### config.mk
export PLATFORM = sky130hd
export DESIGN_NAME = top_k_sorted_score_table
export DESIGN_NICKNAME = d
export VERILOG_FILES = /design/src/rtl/core/tkst_pkg.sv /design/src/rtl/core/top_k_sorted_score_table.sv /design/src/rtl/core/tkst_seq.sv
export SDC_FILE = /design/constraint.sdc
export NUM_CORES = 1
export LEC_CHECK = 0
export ABC_CLOCK_PERIOD_IN_PS = 8000
export BUFFER_PORTS_ARGS = -buffer_cell sky130_fd_sc_hd__buf_2
export CAP_MARGIN = 30
export CORE_ASPECT_RATIO = 0.5
export CORE_UTILIZATION = 55
export CTS_BUF_LIST = sky130_fd_sc_hd__clkbuf_16
export CTS_CLUSTER_DIAMETER = 40
export CTS_CLUSTER_SIZE = 12
export DETAILED_ROUTE_END_ITERATION = 16
export PLACE_DENSITY_LB_ADDON = 0.25
export SLEW_MARGIN = 20
export SYNTH_ARGS = -nofsm -noshare
export SYNTH_HDL_FRONTEND = slang
export SYNTH_SLANG_ARGS = --single-unit
### constraint.sdc
create_clock -name clk -period 8 [get_ports clk]
set_input_delay 0.8 -clock clk [delete_from_list [all_inputs] [get_ports clk]]
set_output_delay 0.8 -clock clk [all_outputs]
set_load 0.01 [all_outputs]
### src/rtl/core/tkst_pkg.sv
package tkst_pkg;

  localparam int ENTRIES = 16;
  localparam int IDX_W   = (ENTRIES > 1) ? $clog2(ENTRIES) : 1;
  localparam int CNT_W   = $clog2(ENTRIES + 1);
  localparam int RANK_W  = 5;
  localparam int CMP_W   = (CNT_W > RANK_W) ? CNT_W : RANK_W;
  localparam int SCORE_W = 24;
  localparam int STAMP_W = 32;

  localparam logic REQ_INSERT = 1'b0;
  localparam logic REQ_READ   = 1'b1;

  typedef struct packed {
    logic               req_type;
    logic [SCORE_W-1:0] new_score;
    logic [STAMP_W-1:0] stamp;
    logic [RANK_W-1:0]  read_rank;
  } in_t;

  typedef struct packed {
    logic [RANK_W-1:0]  placed_rank;
    logic               entry_valid;
    logic [SCORE_W-1:0] entry_score;
    logic [STAMP_W-1:0] entry_stamp;
    logic [RANK_W-1:0]  entry_count;
  } out_t;

  typedef struct packed {
    logic [SCORE_W-1:0] score;
    logic [STAMP_W-1:0] stamp;
  } entry_t;

  function automatic logic [RANK_W-1:0] to_rank(input logic [CNT_W-1:0] v);
    logic [CNT_W+RANK_W-1:0] w;
    w = {{RANK_W{1'b0}}, v};
    return w[RANK_W-1:0];
  endfunction

endpackage

### src/rtl/core/top_k_sorted_score_table.sv
// A read at a stored rank reads the score memory; a read outside the table returns an
// invalid entry. An insert into an empty table writes rank 1 directly; any other insert
// shifts lower entries down one by one, comparing each with the new score. A full table
// first checks its lowest entry and turns away a score not above it; a top score gets a place step.
// One request is in work at a time; the next is accepted once the result moves to the output.
// Synchronous active-low reset clears the entry count and out_valid; entries are kept.
module top_k_sorted_score_table (
  input  logic           clk,
  input  logic           rst_n,
  input  logic           in_valid,
  output logic           in_ready,
  input  tkst_pkg::in_t  in_data,
  output logic           out_valid,
  input  logic           out_ready,
  output tkst_pkg::out_t out_data
);

  logic           seq_idle;
  logic           seq_done;
  logic           seq_take;
  tkst_pkg::out_t seq_res;
  logic           out_valid_r;
  tkst_pkg::out_t out_data_r;

  assign seq_take = seq_done && (!out_valid_r || out_ready);

  tkst_seq u_seq (
    .clk   (clk),
    .rst_n (rst_n),
    .start (in_valid && in_ready),
    .req   (in_data),
    .take  (seq_take),
    .idle  (seq_idle),
    .done  (seq_done),
    .res   (seq_res)
  );

  always_ff @(posedge clk) begin
    if (!rst_n) begin
      out_valid_r <= 1'b0;
    end else if (seq_take) begin
      out_valid_r <= 1'b1;
    end else if (out_ready) begin
      out_valid_r <= 1'b0;
    end
    if (seq_take) begin
      out_data_r <= seq_res;
    end
  end

  assign in_ready  = seq_idle;
  assign out_valid = out_valid_r;
  assign out_data  = out_data_r;

  a_busy_after_accept: assert property (@(posedge clk) disable iff (!rst_n)
    in_valid && in_ready |=> !in_ready)
    else $error("request accepted while a request is in work");

  a_read_no_rank: assert property (@(posedge clk) disable iff (!rst_n)
    out_valid_r && out_data_r.entry_valid |-> out_data_r.placed_rank == '0)
    else $error("read result carries an insert rank");

  a_invalid_zero: assert property (@(posedge clk) disable iff (!rst_n)
    out_valid_r && !out_data_r.entry_valid |->
      out_data_r.entry_score == '0 && out_data_r.entry_stamp == '0)
    else $error("invalid entry carries nonzero data");

endmodule

### src/rtl/core/tkst_seq.sv
module tkst_seq (
  input  logic          clk,
  input  logic          rst_n,
  input  logic          start,
  input  tkst_pkg::in_t req,
  input  logic          take,
  output logic          idle,
  output logic          done,
  output tkst_pkg::out_t res
);

  localparam logic [2:0] S_IDLE  = 3'd0;
  localparam logic [2:0] S_CHK   = 3'd1;
  localparam logic [2:0] S_CMP   = 3'd2;
  localparam logic [2:0] S_PLACE = 3'd3;
  localparam logic [2:0] S_RD    = 3'd4;
  localparam logic [2:0] S_DONE  = 3'd5;

  localparam logic [tkst_pkg::CNT_W-1:0] FULL_CNT = tkst_pkg::CNT_W'(tkst_pkg::ENTRIES);
  localparam logic [tkst_pkg::IDX_W-1:0] LAST_IDX = tkst_pkg::IDX_W'(tkst_pkg::ENTRIES - 1);

  tkst_pkg::entry_t mem [tkst_pkg::ENTRIES];
  tkst_pkg::entry_t rd_data_r;

  logic [2:0]                     state_r, state_nxt;
  logic [tkst_pkg::IDX_W-1:0]     h_r, h_nxt;
  logic [tkst_pkg::CNT_W-1:0]     count_r, count_nxt;
  tkst_pkg::entry_t               new_r, new_nxt;
  tkst_pkg::out_t                 res_r, res_nxt;

  logic                           mem_we;
  logic [tkst_pkg::IDX_W-1:0]     mem_waddr;
  tkst_pkg::entry_t               mem_wdata;
  logic [tkst_pkg::IDX_W-1:0]     mem_raddr;

  logic [tkst_pkg::CMP_W-1:0]     rank_x, cnt_x, rank_m1;
  logic                           rank_ok;
  logic [tkst_pkg::CNT_W-1:0]     h_rank;

  assign rank_x  = tkst_pkg::CMP_W'(req.read_rank);
  assign cnt_x   = tkst_pkg::CMP_W'(count_r);
  assign rank_m1 = rank_x - 1'b1;
  assign rank_ok = (rank_x != '0) && (rank_x <= cnt_x);
  assign h_rank  = tkst_pkg::CNT_W'(h_r) + 1'b1;

  always_ff @(posedge clk) begin
    if (mem_we) begin
      mem[mem_waddr] <= mem_wdata;
    end
    rd_data_r <= mem[mem_raddr];
  end

  always_comb begin
    state_nxt = state_r;
    h_nxt     = h_r;
    count_nxt = count_r;
    new_nxt   = new_r;
    res_nxt   = res_r;
    mem_we    = 1'b0;
    mem_waddr = h_r;
    mem_wdata = new_r;
    mem_raddr = '0;
    case (state_r)
      S_IDLE: begin
        if (start) begin
          new_nxt = '{score: req.new_score, stamp: req.stamp};
          res_nxt = '0;
          res_nxt.entry_count = tkst_pkg::to_rank(count_r);
          if (req.req_type == tkst_pkg::REQ_READ) begin
            if (rank_ok) begin
              mem_raddr = rank_m1[tkst_pkg::IDX_W-1:0];
              state_nxt = S_RD;
            end else begin
              state_nxt = S_DONE;
            end
          end else if (count_r == '0) begin
            mem_we    = 1'b1;
            mem_waddr = '0;
            mem_wdata = '{score: req.new_score, stamp: req.stamp};
            count_nxt = tkst_pkg::CNT_W'(1);
            res_nxt.placed_rank = tkst_pkg::to_rank(tkst_pkg::CNT_W'(1));
            res_nxt.entry_count = tkst_pkg::to_rank(tkst_pkg::CNT_W'(1));
            state_nxt = S_DONE;
          end else if (count_r == FULL_CNT) begin
            mem_raddr = LAST_IDX;
            state_nxt = S_CHK;
          end else begin
            h_nxt     = count_r[tkst_pkg::IDX_W-1:0];
            mem_raddr = count_r[tkst_pkg::IDX_W-1:0] - 1'b1;
            count_nxt = count_r + 1'b1;
            res_nxt.entry_count = tkst_pkg::to_rank(count_r + 1'b1);
            state_nxt = S_CMP;
          end
        end
      end
      S_CHK: begin
        h_nxt = LAST_IDX;
        if (rd_data_r.score >= new_r.score) begin
          state_nxt = S_DONE;
        end else if (LAST_IDX == '0) begin
          mem_we    = 1'b1;
          mem_waddr = '0;
          res_nxt.placed_rank = tkst_pkg::to_rank(tkst_pkg::CNT_W'(1));
          state_nxt = S_DONE;
        end else begin
          mem_raddr = LAST_IDX - 1'b1;
          state_nxt = S_CMP;
        end
      end
      S_CMP: begin
        mem_we = 1'b1;
        if (rd_data_r.score < new_r.score) begin
          mem_wdata = rd_data_r;
          h_nxt     = h_r - 1'b1;
          mem_raddr = h_r - 2'd2;
          if (h_r == tkst_pkg::IDX_W'(1)) begin
            state_nxt = S_PLACE;
          end
        end else begin
          res_nxt.placed_rank = tkst_pkg::to_rank(h_rank);
          state_nxt = S_DONE;
        end
      end
      S_PLACE: begin
        mem_we = 1'b1;
        res_nxt.placed_rank = tkst_pkg::to_rank(h_rank);
        state_nxt = S_DONE;
      end
      S_RD: begin
        res_nxt.entry_valid = 1'b1;
        res_nxt.entry_score = rd_data_r.score;
        res_nxt.entry_stamp = rd_data_r.stamp;
        state_nxt = S_DONE;
      end
      S_DONE: begin
        if (take) begin
          state_nxt = S_IDLE;
        end
      end
      default: begin
        state_nxt = S_IDLE;
      end
    endcase
  end

  always_ff @(posedge clk) begin
    if (!rst_n) begin
      state_r <= S_IDLE;
      count_r <= '0;
    end else begin
      state_r <= state_nxt;
      count_r <= count_nxt;
    end
    h_r   <= h_nxt;
    new_r <= new_nxt;
    res_r <= res_nxt;
  end

  assign idle = (state_r == S_IDLE);
  assign done = (state_r == S_DONE);
  assign res  = res_r;

endmodule

==> impl_metrics.csv <==
group,metric,value,unit
outcome,status,"completed",
pwr,pwr-share-clk,26.2,%
global_route,track_usage,27.2,%
synthesis,syn_area,0.0455,mm^2
layout,stdcell_area,0.0510,mm^2
floorplan,die_w,409,um
layout,fin_cells,4232,
cts,cts.sinks,1155,
critical_path,worstReg2RegEnd,"u_seq.mem[3][45]",
cts,clockRootBuffer,"clkbuf_16",
pwr,seq_power_share,42.9,%
cts,clock_latency,0.71,ns
layout,multiInputGateArea,0.0104,mm^2
placement,place_congestion,0.864,
synthesis,syn_avg_cell_area,15.8,um^2
cts,postCtsSetupRepairBufs,0,
cts,clk_pin_slew,0.07,ns
critical_path,worst_ep_arrival_time,5.60,ns
floorplan,die_height,205,um
critical_path,endpoint_kind,"flop",
layout,layout-drive-gt1-share,13.7,%
hold_path,hp-start,"in_data[59]",
pwr,p_sw_share,34.9,%
layout,seq_area,0.0340,mm^2
synthesis,synthTopCellsByArea,"edfxtp_1, mux2i_1, nand2_1",
cts,numCtsBuffers,116,
placement,dp_cells,4009,
pwr,power_density,390,mW/mm^2
route,wire_per_inst,27.0,um
cts,cts_htree_levels,3,
global_route,grt_pass1_wl,167000,um
sta,finalSetupViolCount,0,
synthesis,seq_area_frac_synth,74.9,%
pwr,vdd_drop_max,0.000314,V
sta,period_needed,5.28,ns
sta,hold_violations,0,
pwr,p_int,12.9,mW
route,first_pass_iters,8,
pwr,p_leak,19.0,nW
placement,hpwl,60100,um
route,drc,0,
synthesis,synthArstFlopShare,0,%
synthesis,ys_seq_elements,1155,
pwr,switchingPower,6.95,mW
route,wirelength,114000,um
placement,io_buffers,134,
global_route,grt_max_degree,104,
global_route,grt_antenna_before_repair,3,
sta,finalClockSkew,0.0325,ns
route,viasPerCell,6.24,
layout,n_fill_cell,5808,
sta,fmax,190,MHz
critical_path,path_max_fanout,36,
synthesis,synth-edff-count,1090,
sta,holdWs,0.287,ns
synthesis,synth_top_area_share,72.0,%
floorplan,start_util,55.7,%
cts,post_cts_resized,0,
sta,rsz0062_at_grt,"no",
synthesis,synth_flop_cell,"edfxtp_1",
layout,area_delta_synth_final,12.3,%
synthesis,ys_warn_count,0,
hold_path,whs_endpoint,"u_seq.new_r[54]",
critical_path,reg2regPathDepth,9,
floorplan,core_area,0.0817,mm^2
pwr,pwr-share-comb,31.0,%
synthesis,syn-num-nets,2989,
global_route,grt_pass1_vias,25200,
critical_path,r2r_slack,2.72,ns
sta,period_share,65.9,%
synthesis,synth_area_leader_cell,"edfxtp_1",
synthesis,synth_cell_types,66,
cts,holdBufCountCts,0,
cts,cts_tree,"yes",
route,dr_total_vias,26400,
layout,layout.nets,3130,
route,postRouteAntennaNets,0,
flow_run,maxCapViolations,0,
hold_path,hp-class,"in2reg",
floorplan,ioPinCount,135,
critical_path,r2r_start,"u_seq.state_r[1]",
sta,slew-limit-headroom,29.4,%
hold_path,holdPathStages,1,
critical_path,cp.required,8.32,ns
layout,fin_util,62.5,%
sta,worstMarginPinSlew,1.06,ns
synthesis,syn_inst,2884,
sta,final-max-slew-violation-count,0,
route,drtIter0Drc,3778,
critical_path,criticalPathCategory,"reg2reg",
placement,placed_area,0.0474,mm^2
global_route,grt_overflow,0,
floorplan,die-area,0.0839,mm^2
floorplan,rows,74,
critical_path,worstSetupStartpointType,"flop",
cts,clock_path_buffers,3,
sta,fin_setup_tns,0,ns
-- routing by layer --
layer	part of all wire (%)	vias to the layer above	GRT usage, %
met3	11	168	5.34
met2	46	1478	42.0
met1	41	13300	39.7
met4	2.1	0	7.50
met5	0	-	0
li1	-	11400	-
-- synthesized netlist by cell type, types with 17 or more instances --
cell and number:
and2_1 59, inv_1 92, o21ai_0 47, clkbuf_1 81, and3_1 35, nand2_1 435, buf_2 42, a31oi_1 18
a222oi_1 56, nor2_1 29, a21oi_1 65, edfxtp_1 1090, dfxtp_1 65, ha_1 39, a221oi_2 46, a221oi_1 36
buf_4 17, nand3_1 101, mux2i_1 296, a32oi_1 50
-- state kept, by name (all words and copies together), names as in the netlist --
register / cells
u_seq.rd_data_r: 56
u_seq.cnt_x: 5
u_seq.mem: 896
u_seq.state_r: 3
out_data: 67
u_seq.res: 67
u_seq.h_r: 4
out_valid: 1
u_seq.new_r: 56
-- power by group through the flow --
| stage | combinational (mW) | clock (mW) | sequential, mW |
|---|---|---|---|
| final | 6.16 | 5.21 | 8.53 |
| after global routing | 6.62 | 5.51 | 8.58 |
| after CTS | 6.10 | 5.27 | 8.52 |
| after detailed placement | 6.07 | 0 | 8.64 |
| after global placement | 5.94 | 0 | 8.62 |
| after floorplan | 4.12 | 0 | 8.49 |
-- stage by stage --
stage	total power, mW	setup WS [ns]
after CTS	19.9	2.95
after detailed placement	14.7	2.97
after global placement	14.6	2.98
final	19.9	2.72
after floorplan	12.6	1.13
after global routing	20.7	2.52
-- worst max-delay path by stage --
stage	slack, ns	end	startpoint
4_1_cts	2.95	u_seq.mem[2][45]	u_seq.state_r[1]
6_report	2.72	u_seq.mem[3][45]	u_seq.state_r[1]
2_1_floorplan	1.13	u_seq.mem[13][0]	u_seq.state_r[1]
3_3_place_gp	2.98	u_seq.mem[4][45]	u_seq.state_r[1]
5_1_grt	2.52	u_seq.mem[2][45]	u_seq.state_r[1]
3_5_place_dp	2.97	u_seq.mem[7][45]	u_seq.state_r[1]
-- final cells by class --
| cell class | instances | area share [%] |
|---|---|---|
| clock inverters | 100 | 1.31 |
| diodes | 3 | 0.0147 |
| repair buffers | 192 | 2.31 |
| multi-input cells | 1465 | 20.4 |
| clock buffers | 120 | 5.88 |
| well taps | 1102 | 2.70 |
| inverters | 95 | 0.704 |
| flip-flops and latches | 1155 | 66.7 |
-- worst max-delay path: stages, from the launching register on --
cell      delay (ns)
dfxtp_1         0.54
nor3_1          0.46
nand2_1         0.46
inv_4           0.59
nand2_1         0.28
nand2_1         0.18
nand3_4         0.44
buf_4           0.52
a222oi_1        0.85
inv_1           0.47
-- kinds of logic after synthesis --
| kind of cell | synth area share, % |
|---|---|
| muxes | 6.77 |
| adders and majority gates | 1.07 |
| xor gates and xnor gates | 0.193 |
| and+or+nand+nor | 6.91 |
| buffers and inverters | 2.73 |
| DFF | 74.9 |
| AOI/OAI and AO/OA | 7.45 |
-- placed cells by master (no fill, tap or decap), types with 56 or more instances in the layout --
| cell | n |
|---|---|
| a21oi_1 | 65 |
| a222oi_1 | 56 |
| and2_1 | 58 |
| buf_2 | 134 |
| clkbuf_16 | 120 |
| dfxtp_1 | 65 |
| edfxtp_1 | 1090 |
| inv_1 | 160 |
| mux2i_1 | 296 |
| nand2_1 | 435 |
| nand3_1 | 100 |
No activity file was read; power rests on OpenSTA's default activity.
